## src/hdl/mtf_pkg.sv

```systemverilog
// ----------------------------------------------------------------------------
// mtf_pkg
// Shared types and constants for the move-to-front list search block.
// ----------------------------------------------------------------------------
package mtf_pkg;

    localparam int DATA_W = 32;
    localparam int POS_W  = 4;

    typedef logic signed [DATA_W-1:0] data_t;
    typedef logic [POS_W-1:0]         pos_t;

    typedef enum logic
    {
        MODE_APPEND = 1'b0,
        MODE_SEARCH = 1'b1
    } mode_t;

    // Update strobes broadcast from the controller to every cell
    typedef struct packed
    {
        logic search_upd;
        logic append_upd;
        logic any_hit;
    } cell_ctrl_t;

endpackage

```

## src/hdl/mtf_cell.sv

```systemverilog
// ----------------------------------------------------------------------------
// mtf_cell
// One list slot: stored value, valid bit and registered compare result.
// Takes its predecessor's value on a move-to-front shift.
// ----------------------------------------------------------------------------
module mtf_cell
(
    input  logic               clk,
    input  logic               rst_n,
    input  logic               cap,
    input  mtf_pkg::data_t     cmp_key,
    input  mtf_pkg::data_t     wr_key,
    input  mtf_pkg::cell_ctrl_t ctrl,
    input  mtf_pkg::data_t     prev_value,
    input  logic               prev_valid,
    input  logic               ahead_in,
    output logic               ahead_out,
    output logic               first_hit,
    output mtf_pkg::data_t     value,
    output logic               valid
);
    import mtf_pkg::*;

    data_t value_reg;
    data_t value_next;
    logic  valid_reg;
    logic  valid_next;
    logic  match_reg;

    always_comb
    begin
        value_next = value_reg;
        valid_next = valid_reg;
        // shift back when the first hit lies at or behind this slot
        if (ctrl.search_upd && ctrl.any_hit && !ahead_in)
        begin
            value_next = prev_value;
        end
        // the first empty slot takes the appended word
        if (ctrl.append_upd && prev_valid && !valid_reg)
        begin
            value_next = wr_key;
            valid_next = 1'b1;
        end
    end

    always_ff @(posedge clk or negedge rst_n)
    begin
        if (!rst_n)
        begin
            valid_reg <= 1'b0;
            match_reg <= 1'b0;
        end
        else
        begin
            valid_reg <= valid_next;
            if (cap)
            begin
                match_reg <= valid_reg && (value_reg == cmp_key);
            end
        end
    end

    always_ff @(posedge clk)
    begin
        value_reg <= value_next;
    end

    assign ahead_out = ahead_in | match_reg;
    assign first_hit = match_reg & ~ahead_in;
    assign value     = value_reg;
    assign valid     = valid_reg;

endmodule

```

## src/hdl/move_to_front_list_search.sv

```systemverilog
// ----------------------------------------------------------------------------
// move_to_front_list_search
// Self-organizing list with append at the tail and move-to-front search.
//
// Channel  Dir  tdata                      tuser
// s_*      in   [31:0] value (signed)      [0] mode (0 append, 1 search)
// m_*      out  [3:0] position, pad to 8   [0] found, [1] full_error
//
// For each word the accept cycle compares the key in every cell, then the
// update state ripples the first-hit chain and shifts the cells.
// Reset empties the list; stored values are never cleared.
// A result waiting on m_tready holds the update cycle and keeps s_tready low.
// ----------------------------------------------------------------------------
module move_to_front_list_search
#(
    parameter int ENTRIES = 16
)
(
    input  logic       clk,
    input  logic       rst_n,
    input  logic       s_tvalid,
    output logic       s_tready,
    input  logic [31:0] s_tdata,   // [31:0] value
    input  logic       s_tuser,    // [0] mode
    output logic       m_tvalid,
    input  logic       m_tready,
    output logic [7:0] m_tdata,    // [3:0] position, [7:4] zero
    output logic [1:0] m_tuser     // [0] found, [1] full_error
);
    import mtf_pkg::*;

    typedef enum logic
    {
        S_IDLE,
        S_UPD
    } state_t;

    state_t     state_reg;
    mode_t      mode_reg;
    data_t      key_reg;
    logic       m_tvalid_reg;
    logic       found_reg;
    logic       full_error_reg;
    pos_t       position_reg;

    logic       accept;
    logic       finish;
    cell_ctrl_t ctrl;
    pos_t       hit_pos;

    data_t      cell_value [ENTRIES];
    logic       cell_valid [ENTRIES];
    logic       first_hit  [ENTRIES];
    logic [ENTRIES:0] ahead;

    assign s_tready = (state_reg == S_IDLE);
    assign accept   = s_tvalid && s_tready;
    assign finish   = (state_reg == S_UPD) && (!m_tvalid_reg || m_tready);

    assign ctrl.search_upd = finish && (mode_reg == MODE_SEARCH);
    assign ctrl.append_upd = finish && (mode_reg == MODE_APPEND);
    assign ctrl.any_hit    = ahead[ENTRIES];

    assign ahead[0] = 1'b0;

    genvar gi;
    generate
        for (gi = 0; gi < ENTRIES; gi++)
        begin : g_cell
            data_t prev_value;
            logic  prev_valid;
            if (gi == 0)
            begin : g_head
                assign prev_value = key_reg;
                assign prev_valid = 1'b1;
            end
            else
            begin : g_body
                assign prev_value = cell_value[gi-1];
                assign prev_valid = cell_valid[gi-1];
            end

            mtf_cell u_cell
            (
                .clk        (clk),
                .rst_n      (rst_n),
                .cap        (accept),
                .cmp_key    (data_t'(s_tdata)),
                .wr_key     (key_reg),
                .ctrl       (ctrl),
                .prev_value (prev_value),
                .prev_valid (prev_valid),
                .ahead_in   (ahead[gi]),
                .ahead_out  (ahead[gi+1]),
                .first_hit  (first_hit[gi]),
                .value      (cell_value[gi]),
                .valid      (cell_valid[gi])
            );
        end
    endgenerate

    // at most one cell flags the first hit; report the low bits of its index
    always_comb
    begin
        hit_pos = '0;
        for (int i = 0; i < ENTRIES; i++)
        begin
            if (first_hit[i])
            begin
                hit_pos = hit_pos | POS_W'(i);
            end
        end
    end

    always_ff @(posedge clk or negedge rst_n)
    begin
        if (!rst_n)
        begin
            state_reg    <= S_IDLE;
            m_tvalid_reg <= 1'b0;
        end
        else
        begin
            // a new result replaces one that leaves in the same cycle
            if (finish)
            begin
                m_tvalid_reg <= 1'b1;
            end
            else if (m_tvalid_reg && m_tready)
            begin
                m_tvalid_reg <= 1'b0;
            end
            unique case (state_reg)
                S_IDLE:
                begin
                    if (accept)
                    begin
                        state_reg <= S_UPD;
                    end
                end
                S_UPD:
                begin
                    if (finish)
                    begin
                        state_reg <= S_IDLE;
                    end
                end
                default:
                begin
                    state_reg <= S_IDLE;
                end
            endcase
        end
    end

    always_ff @(posedge clk)
    begin
        if (accept)
        begin
            mode_reg <= mode_t'(s_tuser);
            key_reg  <= data_t'(s_tdata);
        end
        if (finish)
        begin
            if (mode_reg == MODE_SEARCH)
            begin
                found_reg      <= ctrl.any_hit;
                position_reg   <= hit_pos;
                full_error_reg <= 1'b0;
            end
            else
            begin
                found_reg      <= 1'b0;
                position_reg   <= '0;
                full_error_reg <= cell_valid[ENTRIES-1];
            end
        end
    end

    assign m_tvalid = m_tvalid_reg;
    assign m_tdata  = {4'b0000, position_reg};
    assign m_tuser  = {full_error_reg, found_reg};

endmodule
```

## config.mk

```make
export PLATFORM = sky130hd
export DESIGN_NAME = move_to_front_list_search
export DESIGN_NICKNAME = d
export VERILOG_FILES = /design/src/hdl/mtf_pkg.sv /design/src/hdl/mtf_cell.sv /design/src/hdl/move_to_front_list_search.sv
export SDC_FILE = /design/constraint.sdc
export NUM_CORES = 1
export LEC_CHECK = 0
export ABC_CLOCK_PERIOD_IN_PS = 13500
export BUFFER_PORTS_ARGS = -buffer_cell sky130_fd_sc_hd__buf_2
export CORE_ASPECT_RATIO = 0.7
export CORE_MARGIN = 2
export CORE_UTILIZATION = 30
export DETAILED_ROUTE_END_ITERATION = 6
export PLACE_DENSITY_LB_ADDON = 0.1
export REMOVE_ABC_BUFFERS = 1
export SKIP_LAST_GASP = 1
export SYNTH_ARGS = -nofsm -noshare
export SYNTH_HDL_FRONTEND = slang
export SYNTH_SLANG_ARGS = --single-unit
```

## constraint.sdc

```tcl
create_clock -name clk -period 13.5 [get_ports clk]
set_clock_uncertainty 0.05 [all_clocks]
set_input_delay 0 -clock clk [delete_from_list [all_inputs] [get_ports clk]]
set_output_delay 0 -clock clk [all_outputs]
set_load 0.05 [all_outputs]
```

; ---- After elaboration in Yosys (flattened, before gate mapping)
; Index checks and enable logic that the tools add are counted.
[word_totals]
reg_bits = 585
input_bits = 37
[classes]
n_eq_ne = 16
muxes = 52
bitwise = 47
n_reduce_logical = 118
[ops]
columns = cell, count
row1 = 32-bit 2-to-1 mux, 32
row2 = 32-bit equality test, 16
row3 = 1-bit logical AND, 68
row4 = 2-bit nonzero test, 17
row5 = 1-bit zero test, 32
row6 = 4-bit 2-to-1 mux, 8
row7 = 1-bit NOT, 17
row8 = 1-bit bitwise AND, 15
row9 = 1-bit bitwise OR, 15
row10 = 3-bit 2-to-1 mux, 4
row11 = 1-bit 2-to-1 mux, 5
row12 = 2-bit 2-to-1 mux, 2
row13 = 1-bit one-hot mux with 2 select lines, 1
row14 = 1-bit logical OR, 1

; ---- Depth between registers and ports, before layout
[depth]
depth_word = 19
depth_mapped = 7
depth_no_buf = 6

; ---- Hierarchy
; Synthesis repeated with hierarchy kept, for this count alone.
[hier_totals]
cells_unflattened = 1992
hier_area_um2 = 30205.2
[by_module_without_submodules]
columns = mod, instances, cells_per_inst, area_each_um2, seq_area_each_um2
row1 = mtf_cell, 16, 120, 1799.2, 1011.0
row2 = move_to_front_list_search, 1, 72, 1417.6, 1221.2

; ---- Worst setup path after synthesis
; No wires, ideal clock.
[synth_timing]
path_kind = flip-flop to flip-flop
startpoint = register m_tvalid_reg (netlist: m_tvalid)
endpoint = register g_cell[3].u_cell.value_reg[0] (enable)
setup_time_ns = 0.511
arrival_time_ns = 4.438
required_ns = 12.939
slack_ns = 8.501
path_stages_with_launch = 5
n_path_buf = 0
synth_period_minus_slack_ns = 4.999
path_cell_list = dfrtp_1 > nand2b_1 > and3_1 > o21ai_1 > o41ai_1
[synth_between]
elab_chain_len = 7
word_cells_on_any_way = 10
classes_between = reduce/logical: 10
[synth_rtl]
columns = item, line
row1 = start: declaration, move_to_front_list_search.sv:41  ; logic m_tvalid_reg;
row2 = start signal: assignment, move_to_front_list_search.sv:120  ; m_tvalid_reg <= 1'b0;
row3 = start signal: assignment, move_to_front_list_search.sv:127  ; m_tvalid_reg <= 1'b1;
row4 = start signal: assignment, move_to_front_list_search.sv:131  ; m_tvalid_reg <= 1'b0;
row5 = 1-bit zero test (*), move_to_front_list_search.sv:58  ; assign finish = (state_reg == S_UPD) && (!m_tvalid_reg || m_tready);
row6 = 1-bit logical OR (*), move_to_front_list_search.sv:58
row7 = 1-bit logical AND (*), move_to_front_list_search.sv:58
row8 = "1-bit logical AND, on equally long branches", "move_to_front_list_search.sv:61, move_to_front_list_search.sv:60"
row9 = "1-bit logical AND, on equally long branches (2 in series)", "mtf_cell.sv:40, mtf_cell.sv:35"
row10 = 2-bit nonzero test (no source line) (*), n/a
row11 = end signal: assignment, mtf_cell.sv:66  ; value_reg <= value_next;
row12 = end: declaration, mtf_cell.sv:24  ; data_t value_reg;
; Every way passes the cells marked *; elsewhere a longest branch is shown, timed or not.
; A chain may end at the register's enable or synchronous reset.

; ---- Worst setup path after layout
[layout_timing]
startpoint = register g_cell[0].u_cell.match_reg
endpoint = register g_cell[6].u_cell.value_reg[0] (enable)
[layout_between]
elab_chain_len = 18
word_cells_on_any_way = 19
classes_between = bitwise: 15 / reduce/logical: 4
[layout_rtl]
columns = item, line
row1 = start: declaration, mtf_cell.sv:28  ; logic match_reg;
row2 = start signal: assignment, mtf_cell.sv:59  ; match_reg <= valid_reg && (value_reg == cmp_key);
row3 = 1-bit bitwise OR (*) (5 in series), mtf_cell.sv:69  ; assign ahead_out = ahead_in | match_reg;
row4 = 1-bit bitwise OR (10 in series), mtf_cell.sv:69
row5 = 1-bit logical AND, mtf_cell.sv:35  ; if (ctrl.search_upd && ctrl.any_hit && !ahead_in)
row6 = 1-bit logical AND (*), mtf_cell.sv:35
row7 = 2-bit nonzero test (no source line) (*), n/a
row8 = end signal: assignment, mtf_cell.sv:66
row9 = end: declaration, mtf_cell.sv:24
; Marked as above.

==> impl_metrics.ini <==
[clock_tree]
cts_resized = 0
cts_made_buffers = 66
postCtsSetupBuffers = 0
ctsHoldBuffers = 33
clk_latency_ps = 670
cts.sinks = 585
cts_max_level = 3
cts_tree = yes
cts_root_buf = clkbuf_16
cts_max_path_buffers = 3
clkTransAtPathRegs_ps = 60

[sta]
slew_violations = 0
maxSlewHeadroom = 0.0897
finalSetupViolations = 0
timing.final.crit_share = 0.272
rsz0062_at_grt = no
hold_viol = 0
worstMarginPinSlew_ps = 1370
fmax_ghz = 0.272
timing.final.crit_period_ps = 3680
totalNegativeSetupSlack_ps = 0

[grt]
grt_start_max_net_pins = 50
grt_overflow = 0
grt_pass1_vias = 17800
track_usage = 0.231
grt_pass1_wl_um = 160000
antenna_found_initial = 11

[floorplan]
core.rowCount = 96
dieHeight_um = 268
coreArea_um2 = 98400
initial_core_util = 0.304
dieArea_um2 = 102000
die_w_um = 381
ios = 49

[hold_path]
whs_path_depth = 2
hold_class = input pin to flip-flop
min_to = mode_reg
min_from = s_tuser

[setup_path]
r2r_cells = 5
slowest_delay_ps = 830
path_max_fanout = 32
end_kind = flip-flop
reg2reg_slack_ps = 9820
r2r_start = g_cell[0].u_cell.match_reg
cp.arrival_ps = 3850
worst-setup-path-type = flip-flop to flip-flop
path_cells = nor4_2, nand2_2, or4_4, o21ai_2, o22ai_4
start_kind = flip-flop
required_ps = 13670
critPathSlowestCell = o21ai_2
r2r_end = g_cell[6].u_cell.value[0]

[synth]
yosys.area.top_type = edfxtp_1
ys.flop_type = edfxtp_1
synth.top_cell.area_share = 0.553
synth-seq-area-share = 0.582
yosysUniqueCellTypes = 47
async_flop_share = 0.0581
syn_area_um2 = 29900
synth_area_leaders = edfxtp_1, mux2_2, xor2_1, xnor2_1, dfrtp_1
ys_warn_count = 0
syn_inst = 2041
avgSynthCellArea_um2 = 14.7
synth-edff-count = 551
synth_seq_cells = 585

[route]
drt-initial-drc-count = 2171
wirelength_um = 119000
via_per_inst = 5.31
drcViolationCount = 0
drt-met1-wl_um = 62700
wl_met2_um = 43100
antenna_left = 0
route.met3.wl_um = 11200
avgRoutedWirePerCell_um = 34.2
firstDrtPassIters = 5
top_layer_used = met4
via_count = 18400

[placement]
gp_congestion = 0.843
place_hpwl_um = 75900
io_buffers = 44

[power_and_ir_drop]
power_frac_comb = 0.118
pwr-share-clk = 0.396
swShare = 0.282
p_sw_mw = 1.27
p_total_mw = 4.50
p_seq_frac = 0.486
internal_power_mw = 3.23
powerDensity_nw_per_um2 = 132
ir_drop_uv = 70.6
leakage_nw = 11.0

[finish]
fill_cells = 9457
largest_register_ffs = 512
area_delta_synth_final_pct = 14.4
drive_above_1_share = 0.327
nets = 2137

[run_status]
outcome = finished, final reports clean

[run]
drv_cap = 0
-- routing by layer --
| layer | vias to the layer above | track usage |
|---|---|---|
| met5 | - | 0 |
| met4 | 0 | 0.0437 |
| met3 | 108 | 0.0611 |
| met2 | 896 | 0.285 |
| met1 | 9751 | 0.385 |
| li1 | 7688 | - |
-- worst max-delay path by stage --
stage,start,end,cells past startpoint
final,g_cell[0].u_cell.match_reg,g_cell[6].u_cell.value[0],5
after CTS,g_cell[0].u_cell.match_reg,g_cell[6].u_cell.value[4],5
after global placement,g_cell[0].u_cell.match_reg,g_cell[6].u_cell.value[13],5
after global routing,g_cell[0].u_cell.match_reg,g_cell[6].u_cell.value[0],5
after detailed placement,g_cell[0].u_cell.match_reg,g_cell[6].u_cell.value[12],5
after floorplan,m_tvalid,g_cell[3].u_cell.value[0],4
-- worst max-delay path, delay by kind of cell, from the launching register on --
family / cells / cell delay (ps)
flops: 1 / 540
simple gates: 3 / 1180
compound gates: 2 / 1400
-- power by group through the flow --
stage	Clock [mW]	Sequential, mW	Combinational (mW)
floorplan	0	2.18	0.259
global placement	0	2.23	0.518
detailed placement	0	2.22	0.515
CTS	1.81	2.19	0.527
global route	1.88	2.20	0.557
finish	1.78	2.19	0.531
-- final cells by class --
cell class / count / area [µm²] / share of cell area
Timing Repair Buffer: 141 / 1040 / 0.0304
Antenna cell: 2 / 5.00 / 0.000146
Inverter: 6 / 22.5 / 0.000658
Multi-Input combinational cell: 1300 / 12100 / 0.353
Tap cell: 1323 / 1660 / 0.0484
Sequential cell: 585 / 17400 / 0.508
Clock inverter: 31 / 270 / 0.00790
Clock buffer: 88 / 1750 / 0.0513
-- cell usage in the layout (no fill, tap or decap), types with 34 or more instances in the layout --
cell type	n
dfrtp_1	34
xor2_1	359
buf_4	64
mux2_2	464
nor4_1	94
buf_2	44
xnor2_1	153
nand4_1	65
edfxtp_1	551
clkbuf_16	66
-- stage by stage --
stage          setup WS, ps   util  area (µm²)  std cells  hold WS, ps
2_1_floorplan          8500      -       29200       1891         -346
3_3_place_gp           9880  0.324       31900       3322          116
3_5_place_dp           9850  0.324       31900       3322          128
4_1_cts                9770  0.348       34200       3474         1.06
5_1_grt                9630  0.348       34200       3474         17.0
6_report               9820  0.348       34200       3476         55.6
-- cells in the mapped netlist, types with 2 or more instances --
master    count
nor3_1       14
xnor2_1     153
or2_2         3
o21a_1        3
o32ai_1       3
buf_4        27
nand3_1       5
nand4_1      65
nor2_1       24
a21oi_1       3
mux2_2      464
a21boi_0      2
nor4_1       94
mux2_1       16
inv_1         6
edfxtp_1    551
xor2_1      359
dfrtp_1      34
clkbuf_1     37
nand2_1      18
a22o_1       12
nand2b_1     17
or4_1         4
o21ai_0       7
buf_1        45
o22ai_1      10
buf_2        44
or4_4         2
-- kinds of logic (layout without fill, tap and decap cells) --
kind of cell	count (synthesis)	in the layout	share of synthesized area
compound gates	47	47	0.0117
flops	585	585	0.582
xor+xnor	512	512	0.150
simple gates	257	257	0.0506
buf+inv	159	266	0.0252
mux	480	480	0.181
other cells	1	6	0.000125
Power figures use the tool's default switching activity.
